### src/hw/rtl/okn_pkg.sv
// Package for the octree key neighbor finder.
// Holds the shared constants, the job record passed from front to back,
// and the axis interleave function. Depends on nothing.
package okn_pkg;

    localparam int KEY_WIDTH   = 64;
    localparam int MAX_LEVELS  = 21;
    localparam int COORD_W     = MAX_LEVELS;
    localparam int POS_W       = 7;
    localparam int DEPTH_W     = $clog2(MAX_LEVELS + 1);
    localparam int GROUP_N     = (KEY_WIDTH + 7) / 8;
    localparam int NUM_SLOTS   = 26;
    localparam int SLOT_W      = 5;
    localparam int QUEUE_DEPTH = 2;
    localparam int QPTR_W      = (QUEUE_DEPTH > 1) ? $clog2(QUEUE_DEPTH) : 1;
    localparam int QCNT_W      = $clog2(QUEUE_DEPTH + 1);

    // Reciprocal of three for values below 128.
    localparam int DIV3_MUL    = 43;
    localparam int DIV3_SHIFT  = 7;

    typedef logic [1:0] step_t;
    localparam step_t STEP_BACK  = 2'd0;
    localparam step_t STEP_STILL = 2'd1;
    localparam step_t STEP_FWD   = 2'd2;

    localparam int AXIS_Z = 0;
    localparam int AXIS_Y = 1;
    localparam int AXIS_X = 2;

    typedef struct packed {
        logic                 bad;
        logic                 oct_mode;
        logic [2:0]           octant;
        logic [KEY_WIDTH-1:0] flag;
        logic [COORD_W-1:0]   cx;
        logic [COORD_W-1:0]   cy;
        logic [COORD_W-1:0]   cz;
        logic [COORD_W-1:0]   unit;
    } job_t;

    // The coordinate is kept left aligned: its top bit is the coarsest level,
    // which sits in the lowest bit group of the key.
    function automatic logic [KEY_WIDTH-1:0] spread_axis(input logic [COORD_W-1:0] c,
                                                         input int axis);
        logic [KEY_WIDTH-1:0] k;
        k = '0;
        for (int j = 0; j < COORD_W; j++) begin
            if (3 * j + axis < KEY_WIDTH) begin
                k[3 * j + axis] = c[COORD_W - 1 - j];
            end
        end
        return k;
    endfunction

endpackage

### src/hw/rtl/okn_front.sv
// Front part of the octree key neighbor finder: accepts a cube key, locates
// its flag bit in two steps with a register between them and builds a job record.
// Depends on okn_pkg.
module okn_front import okn_pkg::*; (
    input  logic                 aclk,
    input  logic                 aresetn,
    input  logic                 s_valid,
    output logic                 s_ready,
    input  logic [63:0]          s_cube_key,
    output logic                 push_valid,
    input  logic                 push_ready,
    output job_t                 push_job
);

    logic                 a_valid_reg;
    logic [KEY_WIDTH-1:0] a_key_reg;
    logic [GROUP_N-1:0]   a_nz_reg;
    logic [2:0]           a_pos_reg [GROUP_N];

    logic [GROUP_N-1:0]   grp_nz;
    logic [2:0]           grp_pos [GROUP_N];

    logic                    found;
    logic [POS_W-1:0]        pos;
    logic [POS_W+6-1:0]      prod;
    logic [DEPTH_W-1:0]      depth;
    logic [POS_W-1:0]        rem;
    logic [DEPTH_W:0]        unit_sh;
    logic [KEY_WIDTH-1:0]    flag;
    logic [KEY_WIDTH-1:0]    body;
    logic                    accept;

    assign accept  = s_valid && s_ready;
    assign s_ready = !a_valid_reg || push_ready;

    always_comb begin
        for (int g = 0; g < GROUP_N; g++) begin
            grp_nz[g]  = 1'b0;
            grp_pos[g] = 3'd0;
            for (int b = 0; b < 8; b++) begin
                if (g * 8 + b < KEY_WIDTH) begin
                    if (s_cube_key[g * 8 + b]) begin
                        grp_nz[g]  = 1'b1;
                        grp_pos[g] = 3'(b);
                    end
                end
            end
        end
    end

    always_ff @(posedge aclk) begin
        if (!aresetn) begin
            a_valid_reg <= 1'b0;
        end else if (accept) begin
            a_valid_reg <= 1'b1;
        end else if (push_ready) begin
            a_valid_reg <= 1'b0;
        end
    end

    always_ff @(posedge aclk) begin
        if (accept) begin
            a_key_reg <= s_cube_key[KEY_WIDTH-1:0];
            a_nz_reg  <= grp_nz;
            for (int g = 0; g < GROUP_N; g++) begin
                a_pos_reg[g] <= grp_pos[g];
            end
        end
    end

    always_comb begin
        found = 1'b0;
        pos   = '0;
        for (int g = 0; g < GROUP_N; g++) begin
            if (a_nz_reg[g]) begin
                found = 1'b1;
                pos   = POS_W'(g * 8) + POS_W'(a_pos_reg[g]);
            end
        end
        prod    = (POS_W+6)'(pos) * (POS_W+6)'(DIV3_MUL);
        depth   = DEPTH_W'(prod >> DIV3_SHIFT);
        rem     = pos - POS_W'(3 * depth);
        flag    = KEY_WIDTH'(1) << pos;
        body    = a_key_reg & ~flag;
        unit_sh = (DEPTH_W+1)'(COORD_W) - {1'b0, depth};

        push_job.bad      = !found || (depth == '0) || (rem != '0)
                            || (depth > DEPTH_W'(MAX_LEVELS));
        push_job.oct_mode = (depth == DEPTH_W'(1));
        push_job.octant   = a_key_reg[2:0];
        push_job.flag     = flag;
        push_job.unit     = COORD_W'(1) << unit_sh;
        push_job.cx       = '0;
        push_job.cy       = '0;
        push_job.cz       = '0;
        for (int j = 0; j < COORD_W; j++) begin
            if (3 * j + AXIS_Z < KEY_WIDTH) begin
                push_job.cz[COORD_W - 1 - j] = body[3 * j + AXIS_Z];
            end
            if (3 * j + AXIS_Y < KEY_WIDTH) begin
                push_job.cy[COORD_W - 1 - j] = body[3 * j + AXIS_Y];
            end
            if (3 * j + AXIS_X < KEY_WIDTH) begin
                push_job.cx[COORD_W - 1 - j] = body[3 * j + AXIS_X];
            end
        end
    end

    assign push_valid = a_valid_reg;

endmodule

### src/hw/rtl/okn_queue.sv
// Short job queue between the front and back parts of the octree key
// neighbor finder, so that each side can stall on its own.
// Depends on okn_pkg.
module okn_queue import okn_pkg::*; (
    input  logic aclk,
    input  logic aresetn,
    input  logic push_valid,
    output logic push_ready,
    input  job_t push_job,
    output logic pop_valid,
    input  logic pop_ready,
    output job_t pop_job
);

    job_t              entry_reg [QUEUE_DEPTH];
    logic [QPTR_W-1:0] wr_ptr_reg;
    logic [QPTR_W-1:0] rd_ptr_reg;
    logic [QCNT_W-1:0] count_reg;
    logic              do_push;
    logic              do_pop;

    assign push_ready = (count_reg != QCNT_W'(QUEUE_DEPTH));
    assign pop_valid  = (count_reg != '0);
    assign do_push    = push_valid && push_ready;
    assign do_pop     = pop_valid && pop_ready;
    assign pop_job    = entry_reg[rd_ptr_reg];

    always_ff @(posedge aclk) begin
        if (do_push) begin
            entry_reg[wr_ptr_reg] <= push_job;
        end
    end

    always_ff @(posedge aclk) begin
        if (!aresetn) begin
            wr_ptr_reg <= '0;
            rd_ptr_reg <= '0;
            count_reg  <= '0;
        end else begin
            if (do_push) begin
                wr_ptr_reg <= (wr_ptr_reg == QPTR_W'(QUEUE_DEPTH - 1)) ? '0
                              : wr_ptr_reg + QPTR_W'(1);
            end
            if (do_pop) begin
                rd_ptr_reg <= (rd_ptr_reg == QPTR_W'(QUEUE_DEPTH - 1)) ? '0
                              : rd_ptr_reg + QPTR_W'(1);
            end
            if (do_push && !do_pop) begin
                count_reg <= count_reg + QCNT_W'(1);
            end else if (do_pop && !do_push) begin
                count_reg <= count_reg - QCNT_W'(1);
            end
        end
    end

    assert property (@(posedge aclk) disable iff (!aresetn)
        count_reg <= QCNT_W'(QUEUE_DEPTH))
        else $error("Queue count exceeds its depth.");

    assert property (@(posedge aclk) disable iff (!aresetn)
        (do_push && !do_pop) |=> (count_reg == $past(count_reg) + QCNT_W'(1)))
        else $error("Queue count did not follow a push.");

    assert property (@(posedge aclk) disable iff (!aresetn)
        (count_reg == '0) |-> (wr_ptr_reg == rd_ptr_reg))
        else $error("Empty queue has unequal pointers.");

endmodule

### src/hw/rtl/okn_back.sv
// Back part of the octree key neighbor finder: walks the 26 neighbor slots of
// one job, one slot per cycle while the result channel accepts, into a registered result stage.
// Depends on okn_pkg.
module okn_back import okn_pkg::*; (
    input  logic                 aclk,
    input  logic                 aresetn,
    input  logic                 faces_edges_only,
    input  logic                 pop_valid,
    output logic                 pop_ready,
    input  job_t                 pop_job,
    output logic                 m_valid,
    input  logic                 m_ready,
    output logic [63:0]          m_neighbor_key,
    output logic [4:0]           m_neighbor_slot,
    output logic                 m_key_invalid,
    output logic                 m_last
);

    logic              active_reg;
    job_t              job_reg;
    logic [SLOT_W-1:0] slot_reg;
    step_t             xs_reg, ys_reg, zs_reg;
    step_t             xs_next, ys_next, zs_next;

    logic                 m_valid_reg;
    logic [63:0]          m_key_reg;
    logic [SLOT_W-1:0]    m_slot_reg;
    logic                 m_invalid_reg;
    logic                 m_last_reg;

    logic                 adv;
    logic                 last_slot;
    logic                 do_pop;
    logic                 corner;
    logic [COORD_W-1:0]   px, py, pz;
    logic [2:0]           oct_code;
    logic [KEY_WIDTH-1:0] slot_key;

    assign adv       = active_reg && (!m_valid_reg || m_ready);
    assign last_slot = (slot_reg == SLOT_W'(NUM_SLOTS - 1));
    assign pop_ready = !active_reg || (adv && last_slot);
    assign do_pop    = pop_valid && pop_ready;

    function automatic logic [COORD_W-1:0] step_coord(input logic [COORD_W-1:0] c,
                                                      input logic [COORD_W-1:0] u,
                                                      input step_t s);
        logic [COORD_W-1:0] r;
        unique case (s)
            STEP_BACK: r = c - u;
            STEP_FWD:  r = c + u;
            default:   r = c;
        endcase
        return r;
    endfunction

    always_comb begin
        zs_next = zs_reg;
        ys_next = ys_reg;
        xs_next = xs_reg;
        if (zs_reg == STEP_FWD) begin
            zs_next = STEP_BACK;
            if (ys_reg == STEP_FWD) begin
                ys_next = STEP_BACK;
                xs_next = xs_reg + step_t'(1);
            end else begin
                ys_next = ys_reg + step_t'(1);
            end
        end else begin
            zs_next = zs_reg + step_t'(1);
        end
        if (xs_next == STEP_STILL && ys_next == STEP_STILL && zs_next == STEP_STILL) begin
            zs_next = STEP_FWD;
        end
    end

    always_comb begin
        corner   = (xs_reg != STEP_STILL) && (ys_reg != STEP_STILL)
                   && (zs_reg != STEP_STILL);
        px       = step_coord(job_reg.cx, job_reg.unit, xs_reg);
        py       = step_coord(job_reg.cy, job_reg.unit, ys_reg);
        pz       = step_coord(job_reg.cz, job_reg.unit, zs_reg);
        oct_code = job_reg.octant + slot_reg[2:0] + 3'd1;
        if (job_reg.bad || (faces_edges_only && corner)) begin
            slot_key = '0;
        end else if (job_reg.oct_mode) begin
            slot_key = (slot_reg < SLOT_W'(7))
                       ? (job_reg.flag | KEY_WIDTH'(oct_code)) : '0;
        end else begin
            slot_key = job_reg.flag | spread_axis(px, AXIS_X)
                       | spread_axis(py, AXIS_Y) | spread_axis(pz, AXIS_Z);
        end
    end

    always_ff @(posedge aclk) begin
        if (!aresetn) begin
            active_reg <= 1'b0;
            slot_reg   <= '0;
            xs_reg     <= STEP_BACK;
            ys_reg     <= STEP_BACK;
            zs_reg     <= STEP_BACK;
        end else if (do_pop) begin
            active_reg <= 1'b1;
            slot_reg   <= '0;
            xs_reg     <= STEP_BACK;
            ys_reg     <= STEP_BACK;
            zs_reg     <= STEP_BACK;
        end else if (adv && last_slot) begin
            active_reg <= 1'b0;
        end else if (adv) begin
            slot_reg <= slot_reg + SLOT_W'(1);
            xs_reg   <= xs_next;
            ys_reg   <= ys_next;
            zs_reg   <= zs_next;
        end
    end

    always_ff @(posedge aclk) begin
        if (do_pop) begin
            job_reg <= pop_job;
        end
    end

    always_ff @(posedge aclk) begin
        if (!aresetn) begin
            m_valid_reg <= 1'b0;
        end else if (adv) begin
            m_valid_reg <= 1'b1;
        end else if (m_ready) begin
            m_valid_reg <= 1'b0;
        end
    end

    always_ff @(posedge aclk) begin
        if (adv) begin
            m_key_reg     <= 64'(slot_key);
            m_slot_reg    <= slot_reg;
            m_invalid_reg <= job_reg.bad;
            m_last_reg    <= last_slot;
        end
    end

    assign m_valid         = m_valid_reg;
    assign m_neighbor_key  = m_key_reg;
    assign m_neighbor_slot = m_slot_reg;
    assign m_key_invalid   = m_invalid_reg;
    assign m_last          = m_last_reg;

    assert property (@(posedge aclk) disable iff (!aresetn)
        active_reg |-> (slot_reg <= SLOT_W'(NUM_SLOTS - 1)))
        else $error("Slot counter ran past the last neighbor.");

    assert property (@(posedge aclk) disable iff (!aresetn)
        (m_valid_reg && m_last_reg) |-> (m_slot_reg == SLOT_W'(NUM_SLOTS - 1)))
        else $error("Last flag on a slot other than the final one.");

    assert property (@(posedge aclk) disable iff (!aresetn)
        (adv && !last_slot) |=> (slot_reg == $past(slot_reg) + SLOT_W'(1)))
        else $error("Slot counter did not advance with a result.");

    assert property (@(posedge aclk) disable iff (!aresetn)
        active_reg |-> !(xs_reg == STEP_STILL && ys_reg == STEP_STILL
                         && zs_reg == STEP_STILL))
        else $error("Center cell reached by the slot walk.");

endmodule

### src/hw/rtl/octree_key_neighbors.sv
// Top level of the octree key neighbor finder: configuration register,
// front part, job queue and back part.
// Depends on okn_pkg, okn_front, okn_queue and okn_back.
//
//   Channel   Direction  Handshake            Payload
//   s_        in         s_valid / s_ready    s_cube_key
//   m_        out        m_valid / m_ready    m_neighbor_key, m_neighbor_slot,
//                                             m_key_invalid, m_last
//   cfg_      in         cfg_valid / cfg_ready  cfg_data (faces_edges_only)
//
// Each key produces 26 result transactions, one per cycle while the result
// channel keeps up; the slot walk in the back part sets that rate, and the
// back part takes the next key only as it hands out the last slot of the current one.
// A key passes the front register, the job queue, the back job register and the result register.
// Reset is synchronous and active low and clears all control state.
// The job queue holds two keys, so the input side keeps running while the
// result channel is stalled until the queue fills.
module octree_key_neighbors import okn_pkg::*; (
    input  logic        aclk,
    input  logic        aresetn,
    input  logic        s_valid,
    output logic        s_ready,
    input  logic [63:0] s_cube_key,
    output logic        m_valid,
    input  logic        m_ready,
    output logic [63:0] m_neighbor_key,
    output logic [4:0]  m_neighbor_slot,
    output logic        m_key_invalid,
    output logic        m_last,
    input  logic        cfg_valid,
    output logic        cfg_ready,
    input  logic        cfg_data
);

    logic faces_edges_only_reg;
    logic push_valid, push_ready;
    logic pop_valid, pop_ready;
    job_t push_job, pop_job;

    assign cfg_ready = 1'b1;

    always_ff @(posedge aclk) begin
        if (!aresetn) begin
            faces_edges_only_reg <= 1'b0;
        end else if (cfg_valid && cfg_ready) begin
            faces_edges_only_reg <= cfg_data;
        end
    end

    okn_front u_front (
        .aclk       (aclk),
        .aresetn    (aresetn),
        .s_valid    (s_valid),
        .s_ready    (s_ready),
        .s_cube_key (s_cube_key),
        .push_valid (push_valid),
        .push_ready (push_ready),
        .push_job   (push_job)
    );

    okn_queue u_queue (
        .aclk       (aclk),
        .aresetn    (aresetn),
        .push_valid (push_valid),
        .push_ready (push_ready),
        .push_job   (push_job),
        .pop_valid  (pop_valid),
        .pop_ready  (pop_ready),
        .pop_job    (pop_job)
    );

    okn_back u_back (
        .aclk             (aclk),
        .aresetn          (aresetn),
        .faces_edges_only (faces_edges_only_reg),
        .pop_valid        (pop_valid),
        .pop_ready        (pop_ready),
        .pop_job          (pop_job),
        .m_valid          (m_valid),
        .m_ready          (m_ready),
        .m_neighbor_key   (m_neighbor_key),
        .m_neighbor_slot  (m_neighbor_slot),
        .m_key_invalid    (m_key_invalid),
        .m_last           (m_last)
    );

endmodule
### config.mk
export PLATFORM = sky130hd
export DESIGN_NAME = octree_key_neighbors
export DESIGN_NICKNAME = d
export VERILOG_FILES = /design/src/hw/rtl/okn_pkg.sv /design/src/hw/rtl/okn_front.sv /design/src/hw/rtl/okn_queue.sv /design/src/hw/rtl/okn_back.sv /design/src/hw/rtl/octree_key_neighbors.sv
export SDC_FILE = /design/constraint.sdc
export NUM_CORES = 1
export LEC_CHECK = 0
export BUFFER_PORTS_ARGS = -buffer_cell sky130_fd_sc_hd__clkbuf_2
export CORE_UTILIZATION = 40
export DETAILED_ROUTE_END_ITERATION = 6
export GPL_TIMING_DRIVEN = 0
export SYNTH_ARGS = -nofsm -noshare
export SYNTH_HDL_FRONTEND = slang
export SYNTH_SLANG_ARGS = --single-unit
### constraint.sdc
create_clock -name aclk -period 7.22 [get_ports aclk]
set_input_delay 1.444 -clock aclk [delete_from_list [all_inputs] [get_ports aclk]]
set_output_delay 1.444 -clock aclk [all_outputs]
set_load 0.03 [all_outputs]
==> impl_metrics.env, run 1 <==
export IMPL_fin_hold_ws_ps=494
export IMPL_hpwl_um=58700
export IMPL_avgSynthCellArea_um2=13.7
export IMPL_relSlewSlack_pct=17.4
export IMPL_synthCells=2149
export IMPL_postPlaceCellArea_um2=31600
export IMPL_wl_met3_um=4150
export IMPL_cp_end_kind="flop"
export IMPL_drtIter0Drc=1755
export IMPL_arrival_ps=7320
export IMPL_max_clock_path_buffers=3
export IMPL_initial_utilization_pct=40.4
export IMPL_vias=18500
export IMPL_crit_path_top_delay_cell="fa_1"
export IMPL_grt_overflow_total=0
export IMPL_cts_made_buffers=71
export IMPL_placedCellCount=3264
export IMPL_async_reset_ff_share_pct=0
export IMPL_setup_worst_path_start_class="flop"
export IMPL_final_seq_area_um2=19100
export IMPL_drv_slew=0
export IMPL_postRouteAntennaNets=0
export IMPL_routabilityCongestion=0.897
export IMPL_cts_hold_buffers=0
export IMPL_hold_violations=0
export IMPL_critical_path_class="reg2reg"
export IMPL_synth_ff_type="edfxtp_1"
export IMPL_drc=0
export IMPL_area_delta_synth_final_pct=16.6
export IMPL_yosysWarnings=0
export IMPL_antenna_found_initial=1
export IMPL_critPathMaxStageDelay_ps=520
export IMPL_diodes=0
export IMPL_drive_above_1_share_pct=19.5
export IMPL_dieArea_um2=74600
export IMPL_die_w_um=273
export IMPL_p_seq_share_pct=38.7
export IMPL_yosysSeqAreaShare_pct=65.1
export IMPL_fmax_ghz=0.143
export IMPL_syn_nets=2335
export IMPL_routedWlPerCell_um=23.7
export IMPL_grt_pass1_wl_um=118000
export IMPL_fin_tns_setup_ps=0
export IMPL_h_tree_depth=3
export IMPL_ys_types=76
export IMPL_synth_edf_count=625
export IMPL_power_switching_uw=4710
export IMPL_stdcell_area_um2=34300
export IMPL_tightest_slew_ps=1240
export IMPL_postRouteWirelength_um=80800
export IMPL_syn_area_um2=29400
export IMPL_required_ps=7540
export IMPL_fillers=6448
export IMPL_grt_usage_pct=21.7
export IMPL_core_um2=72800
export IMPL_fin_skew_ps=31.8
export IMPL_power_share_combinational_pct=34.1
export IMPL_wl_met1_um=36300
export IMPL_drv_cap=0
export IMPL_critPathMostFrequentCell="ha_1"
export IMPL_vdd_ir_drop_worst_mv=0.314
export IMPL_mostFrequentLayoutCell="edfxtp_1"
export IMPL_hp_class="reg2reg"
export IMPL_worst_path_max_fanout=10
export IMPL_port_buffers=142
export IMPL_status="completed"
export IMPL_post_place_ws_ps=-1570
export IMPL_p_int_uw=8960
export IMPL_final_cell_mix="edfxtp_1 (625), nor2_1 (230), mux2_2 (154)"
export IMPL_clkSlewWorstSetupHoldPaths_ps=60
export IMPL_grt_pass1_vias=18400
export IMPL_ys_seq_elements=644
export IMPL_setup_ws_ps=226
export IMPL_viasPerCell=5.44
export IMPL_clock_latency_ps=620
export IMPL_fin_crit_ps=6990
export IMPL_top_layer="met4"
export IMPL_cts_tree="done"
export IMPL_pwr_share_clk_pct=27.2
export IMPL_swShare_pct=34.5
export IMPL_wl_met2_um=37800
export IMPL_rows=99
export IMPL_grt_max_degree=101
export IMPL_p_leak_uw=0.0121
export IMPL_clock_sinks=644
export IMPL_io_pins=144
export IMPL_instances_no_fill=3401
export IMPL_setup_viol_count_final=0
export IMPL_fin_nets=2580
export IMPL_drtPass1Iterations=5
export IMPL_die_height_um=273
export IMPL_largest_reg_flops=306
export IMPL_cts_root_buf="clkbuf_16"
export IMPL_multiInputGateArea_um2=9850
export IMPL_min_period_over_period_pct=96.9
export IMPL_power_density_nw_per_um2=399
[what timing repair did]
| item | CTS | global route |
|---|---|---|
| buffers inserted | 7 | 10 |
| gates resized for setup | 13 | 14 |
| setup endpoints to repair | 2 | 2 |
| pin swaps | 2 | 7 |
[per-stage QoR]
stage	util, %	power [uW]
after floorplan	-	8470
after global placement	43.0	9920
after detailed placement	43.5	9910
after CTS	46.9	13700
after global routing	47.1	14300
final	47.1	13700
[cell type report]
| class | count | area share [%] |
|---|---|---|
| buffer | 77 | 0.956 |
| clock buffer | 85 | 5.46 |
| clock inverter | 36 | 1.49 |
| inverter | 61 | 0.712 |
| multi-input combinational | 1366 | 28.7 |
| sequential | 644 | 55.8 |
| tap | 959 | 3.50 |
| timing repair buffer | 173 | 3.31 |
[critical path, delay by kind of cell, from the launching register on]
family | cells | cell delay, ps
AND/OR/NAND/NOR | 7 | 1790
buffers and inverters | 6 | 700
AO/OA/AOI/OAI | 10 | 1980
XOR/XNOR | 1 | 140
adder cells (fa/ha/maj) | 6 | 1700
flip-flops | 1 | 370
[worst paths after layout]
path,from,end,slack [ps],cells past startpoint
setup / recovery,u_front.a_nz_reg[3],u_queue.entry_reg[1][152],230,30
setup reg to reg,u_front.a_nz_reg[3],u_queue.entry_reg[1][152],230,30
hold reg to reg,u_back.active_reg,u_back.m_valid,490,1
hold / removal,u_back.active_reg,u_back.m_valid,490,1
[cell usage after synthesis (3+ instances only)]
master / count / area share (%)
edfxtp_1: 625 / 64
nor2_1: 233 / 3.0
or3_1: 15 / 0.32
a2111oi_0: 6 / 0.18
o31ai_1: 23 / 0.59
o211ai_1: 8 / 0.20
a32oi_1: 12 / 0.36
a21o_1: 28 / 0.71
nand3_1: 14 / 0.24
a22o_1: 13 / 0.39
a21boi_0: 4 / 0.10
a211o_1: 3 / 0.089
nor3b_2: 3 / 0.13
o21bai_1: 18 / 0.46
clkbuf_1: 70 / 0.89
fa_1: 9 / 0.61
o21a_1: 20 / 0.51
o41ai_1: 4 / 0.12
xor2_1: 79 / 2.4
nand2b_1: 23 / 0.49
mux2i_1: 10 / 0.34
nand3b_1: 3 / 0.077
ha_1: 107 / 4.6
nand2_1: 113 / 1.4
nor4_1: 13 / 0.28
xnor2_1: 44 / 1.3
dfxtp_1: 19 / 1.3
mux2_2: 154 / 5.9
a211oi_1: 13 / 0.33
buf_6: 4 / 0.15
nor3b_1: 7 / 0.18
and3_1: 3 / 0.064
and2_1: 12 / 0.26
nand4_1: 13 / 0.28
a31oi_1: 7 / 0.15
a311oi_1: 3 / 0.089
o21ai_0: 91 / 1.5
nor2b_1: 78 / 1.7
inv_1: 61 / 0.78
a21oi_1: 102 / 1.7
nor3_1: 26 / 0.44
or4_1: 5 / 0.13
o31a_1: 6 / 0.18
or2_2: 7 / 0.15
[cells by family after synthesis]
logic type / share of synthesized area [%]
fa+ha+maj: 5.17
buf+inv: 1.91
other cells: 0.0128
simple gates: 9.47
compound gates: 8.43
mux: 6.24
xor+xnor: 3.66
flops: 65.1
[routing by layer]
metal  global-route usage (%)  up-vias
met3                     3.08      120
met1                     30.3     9278
met5                        0        -
li1                         -     8508
met2                     34.7      595
met4                     7.14        0
[power by group through the flow]
stage | Combinational [uW] | Sequential (uW) | Clock, uW
floorplan | 2920 | 5550 | 0
global placement | 4390 | 5520 | 0
detailed placement | 4550 | 5370 | 0
CTS | 4610 | 5300 | 3800
global route | 5070 | 5340 | 3940
finish | 4660 | 5290 | 3720
No activity file was read; power rests on OpenSTA's default activity.
==> inputs of run 2 (changes only) <==
--- a/config.mk
+++ b/config.mk
@@ -12,3 +12,4 @@
 export SYNTH_ARGS = -nofsm -noshare
 export SYNTH_HDL_FRONTEND = slang
+export SYNTH_HIERARCHICAL = 1
 export SYNTH_SLANG_ARGS = --single-unit
==> constraint.sdc (replaced) <==
create_clock -name aclk -period 7.22 [get_ports aclk]
set_input_delay 0.722 -clock aclk [delete_from_list [all_inputs] [get_ports aclk]]
set_output_delay 0.722 -clock aclk [all_outputs]
set_load 0.03 [all_outputs]
==> impl_metrics.env, run 2 <==
export IMPL_yosys_area_top_type="edfxtp_1"
export IMPL_fin_skew_ps=32.8
export IMPL_syn_nets=2386
export IMPL_core_um2=74600
export IMPL_yosysWarnings=6
export IMPL_async_reset_ff_share_pct=0
export IMPL_vdd_ir_drop_worst_mv=0.175
export IMPL_netlist_area_leader_share_pct=62.1
export IMPL_cts_root_buf="clkbuf_16"
export IMPL_area_delta_synth_final_pct=15.6
export IMPL_fmax_ghz=0.144
export IMPL_fin_crit_ps=6920
export IMPL_routedWlPerCell_um=23.4
export IMPL_ys_types=100
export IMPL_drv_slew=0
export IMPL_routabilityCongestion=0.928
export IMPL_min_period_over_period_pct=95.9
export IMPL_drtIter0Drc=1681
export IMPL_h_tree_depth=3
export IMPL_clkSlewWorstSetupHoldPaths_ps=60
export IMPL_fillers=6598
export IMPL_grt_pass1_wl_um=118000
export IMPL_postRouteWirelength_um=80900
export IMPL_p_leak_uw=0.0127
export IMPL_port_buffers=142
export IMPL_max_clock_path_buffers=3
export IMPL_synthCells=2193
export IMPL_stdcell_area_um2=35000
export IMPL_hold_violations=0
export IMPL_drv_cap=0
export IMPL_arrival_ps=7230
export IMPL_clock_latency_ps=620
export IMPL_tightest_slew_ps=1030
export IMPL_power_density_nw_per_um2=397
export IMPL_die_w_um=277
export IMPL_synthTopCellsByCount="edfxtp_1 (625), nor2_1 (236), nand2_1 (134)"
export IMPL_postRouteAntennaNets=0
export IMPL_placedCellCount=3317
export IMPL_mostFrequentLayoutCell="edfxtp_1"
export IMPL_ys_top_cells_by_area="edfxtp_1 (62%), ha_1 (4.7%), mux2_4 (3.5%)"
export IMPL_viasPerCell=5.43
export IMPL_timing_rr_start="u_front/a_nz_reg[1]"
export IMPL_antenna_found_initial=0
export IMPL_diodes=0
export IMPL_ys_seq_elements=645
export IMPL_critical_path_class="reg2reg"
export IMPL_clock_sinks=645
export IMPL_fin_nets=2622
export IMPL_synth_most_common_cell="edfxtp_1"
export IMPL_setup_ws_ps=297
export IMPL_instances_no_fill=3452
export IMPL_grt_max_degree=89
export IMPL_dieArea_um2=76700
export IMPL_relSlewSlack_pct=31.5
export IMPL_cts_tree="done"
export IMPL_die_height_um=277
export IMPL_synth_edf_count=625
export IMPL_setup_worst_path_start_class="flop"
export IMPL_setup_viol_count_final=0
export IMPL_initial_utilization_pct=40.5
export IMPL_largest_reg_flops=306
export IMPL_fin_hold_ws_ps=305
export IMPL_post_place_ws_ps=-896
export IMPL_hp_class="in2reg"
export IMPL_drtPass1Iterations=6
export IMPL_rsz0062_at_grt="no"
export IMPL_grt_usage_pct=20.9
export IMPL_rows=100
export IMPL_worst_path_max_fanout=6
export IMPL_drive_above_1_share_pct=20.9
export IMPL_grt_overflow_total=0
export IMPL_required_ps=7530
export IMPL_cp_end_kind="flop"
export IMPL_yosysSeqAreaShare_pct=63.4
export IMPL_power_uw=13900
export IMPL_vias=18700
export IMPL_status="completed"
export IMPL_cts_made_buffers=70
export IMPL_min_delay_start="s_cube_key[8]"
export IMPL_postPlaceCellArea_um2=32500
export IMPL_synth_ff_type="edfxtp_1"
export IMPL_syn_area_um2=30200
export IMPL_io_pins=144
export IMPL_drc=0
export IMPL_grt_pass1_vias=18500
export IMPL_final_cell_mix="edfxtp_1 (625), nor2_1 (233), clkbuf_2 (143)"
export IMPL_cp_startpoint="u_front/a_nz_reg[1]"
export IMPL_hpwl_um=58000
export IMPL_avgSynthCellArea_um2=13.8
-- run 2: changes by cell type after synthesis, moves of 14 or more --
cell	before	now
buf_2	1	16
clkbuf_1	70	40
mux2_4	0	70
o21ai_0	91	72
nand2_1	113	134
xnor2_1	44	58
mux2_2	154	86
-- run 2: kinds of logic after synthesis --
logic type      Yosys count  synth area share [%]
flops                   645                  63.4
buf+inv                 141                  2.23
xor+xnor                130                  3.95
other cells               1                0.0124
compound gates          352                  7.78
fa+ha+maj               123                  5.31
simple gates            636                  10.3
mux                     165                  6.98
-- run 2: layout make-up --
cell class	count	area, um2	share of cell area, %
repair buffers	164	1080	3.09
well taps	969	1210	3.47
clock inverters	40	429	1.23
flip-flops and latches	645	19200	54.8
plain buffers	78	434	1.24
inverters	63	250	0.716
multi-input cells	1407	10500	30.0
clock buffers	86	1890	5.39
-- run 2: repair_timing --
item / CTS / global route
buffers inserted: 2 / 7
hold endpoints to repair: 0 / 0
gates resized for setup: 6 / 9
setup endpoints to repair: 26 / 2
pin swaps: 1 / 4
hold buffers: 0 / 0
-- run 2: power breakdown --
part,switching [uW],internal (uW),leakage [uW]
Sequential,295,4980,0.00599
Clock,1480,2150,0.00112
Combinational,3080,1880,0.00563
-- run 2: final timing paths --
kind	cells past startpoint	endpoint	slack (ps)
max	27	u_queue/entry_reg[0][152]	300
min	1	u_front/a_key_reg[8]	300
min reg2reg	1	u_back/m_valid	500
max reg2reg	27	u_queue/entry_reg[0][152]	300
-- run 2: critical path, stage by stage (launching register included) --
cell and delay (ps):
edfxtp_1 470, and3b_2 350, a211oi_2 60, o31ai_2 390
o211ai_1 250, a31oi_4 390, ha_1 310, ha_1 270
inv_1 40, fa_1 480, inv_1 50, ha_1 300
a21o_1 200, or3_1 360, o21ai_2 250, xor2_4 280
inv_1 180, ha_1 330, ha_1 300, ha_1 310
inv_1 80, nor2_1 40, o21ai_0 150, nand2b_1 120
a21o_1 190, a21oi_1 160, xnor2_1 140, o2111ai_1 180
-- run 2: routing by layer --
metal,GRT usage [%],routed length [um]
met5,0,0
met3,2.82,4740
met2,34.6,38900
met4,6.95,2140
met1,28.2,35200
-- run 2: through the flow --
step | utilization [%] | setup TNS (ps)
4_1_cts | 46.7 | 0
5_1_grt | 46.9 | 0
6_report | 46.9 | 0
3_5_place_dp | 43.6 | -5460
3_3_place_gp | 43.1 | -76040
2_1_floorplan | - | 0
==> inputs of run 3 (changes only) <==
Settings changed: CORE_ASPECT_RATIO set to 0.7.
==> impl_metrics.env, run 3 (synthesis gave the netlist of run 2 again) <==
export IMPL_rows=83
export IMPL_critical_path_class="reg2reg"
export IMPL_port_buffers=142
export IMPL_drv_cap=0
export IMPL_required_ps=7580
export IMPL_drv_slew=0
export IMPL_routabilityCongestion=0.901
export IMPL_p_leak_uw=0.0126
export IMPL_final_seq_area_um2=19200
export IMPL_multiInputGateArea_um2=10500
export IMPL_fin_nets=2618
export IMPL_clock_sinks=645
export IMPL_vias=18700
export IMPL_mostFrequentLayoutCell="edfxtp_1"
export IMPL_crit_path_top_delay_cell="fa_1"
export IMPL_grt_max_degree=82
export IMPL_dieArea_um2=76700
export IMPL_setup_viol_count_final=0
export IMPL_core_um2=74000
export IMPL_tightest_slew_ps=1180
export IMPL_die_w_um=331
export IMPL_cts_made_buffers=61
export IMPL_cp_end_kind="flop"
export IMPL_hold_violations=0
export IMPL_fmax_ghz=0.145
export IMPL_setup_ws_ps=317
export IMPL_h_tree_depth=2
export IMPL_die_height_um=232
export IMPL_area_delta_synth_final_pct=14.6
export IMPL_postRouteWirelength_um=82200
export IMPL_clock_latency_ps=670
export IMPL_drive_above_1_share_pct=20.6
export IMPL_io_pins=144
export IMPL_hpwl_um=59000
export IMPL_cts_root_buf="clkbuf_16"
export IMPL_setup_worst_path_start_class="flop"
export IMPL_routedWlPerCell_um=23.8
export IMPL_final_cell_mix="edfxtp_1 (625), nor2_1 (233), clkbuf_2 (143)"
export IMPL_cts_hold_buffers=0
export IMPL_initial_utilization_pct=40.8
export IMPL_fin_hold_ws_ps=261
export IMPL_drtIter0Drc=2018
export IMPL_min_period_over_period_pct=95.6
export IMPL_vdd_ir_drop_worst_mv=0.217
export IMPL_grt_pass1_wl_um=120000
export IMPL_fin_crit_ps=6900
export IMPL_grt_usage_pct=21.5
export IMPL_drtPass1Iterations=5
export IMPL_critPathMaxStageDelay_ps=520
export IMPL_critPathMostFrequentCell="ha_1"
export IMPL_arrival_ps=7270
export IMPL_postRouteAntennaNets=0
export IMPL_power_density_nw_per_um2=389
export IMPL_clkSlewWorstSetupHoldPaths_ps=60
export IMPL_hp_class="in2reg"
export IMPL_max_clock_path_buffers=3
export IMPL_fin_skew_ps=35.1
export IMPL_drc=0
export IMPL_worst_path_max_fanout=10
export IMPL_cts_tree="done"
export IMPL_grt_pass1_vias=18200
export IMPL_diodes=0
export IMPL_fillers=6543
export IMPL_relSlewSlack_pct=21.2
export IMPL_post_place_ws_ps=-570
export IMPL_status="completed"
export IMPL_largest_reg_flops=306
export IMPL_grt_overflow_total=0
export IMPL_antenna_found_initial=0
export IMPL_viasPerCell=5.41
-- run 3: cell types whose count changed in the layout (fill, tap and decap cells not counted), sizes merged --
cell | previous run | this run
clkinv | 25 | 24
buf | 59 | 63
clkinvlp | 5 | 7
inv | 65 | 67
clkbuf | 269 | 259
bufinv | 8 | 6
-- run 3: critical path, delay by kind of cell, from the launching register on --
kind | cells | cell delay [ps]
compound gates | 10 | 2110
xor+xnor | 1 | 140
fa+ha+maj | 7 | 2450
buf+inv | 4 | 580
flops | 1 | 360
simple gates | 5 | 980
-- run 3: what timing repair did --
action                                  4_1_cts  5_1_grt
endpoints found under the setup margin        2        2
resized for setup                             6       12
pin swaps                                     1        5
setup buffers                                 3       13
-- run 3: final cells by class --
cell class / instances / share of cell area [%]
Sequential cell: 645 / 55.3
Multi-Input combinational cell: 1407 / 30.3
Clock buffer: 75 / 4.56
Tap cell: 977 / 3.53
Timing Repair Buffer: 169 / 3.13
Buffer: 78 / 1.26
Clock inverter: 41 / 1.13
Inverter: 63 / 0.722
-- run 3: layer usage --
| metal | wire, um | vias up | global-route usage, % |
|---|---|---|---|
| li1 | - | 8620 | - |
| met1 | 38800 | 9303 | 32.6 |
| met2 | 35200 | 653 | 31.5 |
| met3 | 6270 | 110 | 3.74 |
| met4 | 1970 | 0 | 5.60 |
| met5 | 0 | - | 0 |
-- run 3: final timing paths --
path,start,cells past startpoint,end,slack (ps)
setup / recovery,u_front/a_nz_reg[3],27,u_queue/entry_reg[1][152],320
hold / removal,s_cube_key[0],1,u_front/a_key_reg[0],260
setup reg to reg,u_front/a_nz_reg[3],27,u_queue/entry_reg[1][152],320
hold reg to reg,u_back/active_reg,1,u_back/m_valid,490
-- run 3: stage by stage --
stage / total power (uW) / cell area (um2) / std cells / utilization [%] / setup TNS, ps
2_1_floorplan: 8770 / 30200 / 2193 / - / 0
3_3_place_gp: 10300 / 32200 / 3312 / 43.4 / -57680
3_5_place_dp: 10200 / 32400 / 3323 / 43.8 / -1140
4_1_cts: 13500 / 34500 / 3442 / 46.6 / 0
5_1_grt: 14200 / 34700 / 3455 / 46.8 / -0.686
6_report: 13500 / 34700 / 3455 / 46.8 / 0
-- run 3: report_power, final --
group | total (uW) | internal (uW) | switching, uW | leakage [uW]
Combinational | 4960 | 1870 | 3090 | 0.00564
Sequential | 5280 | 4980 | 304 | 0.00599
Clock | 3210 | 1780 | 1430 | 0.000946
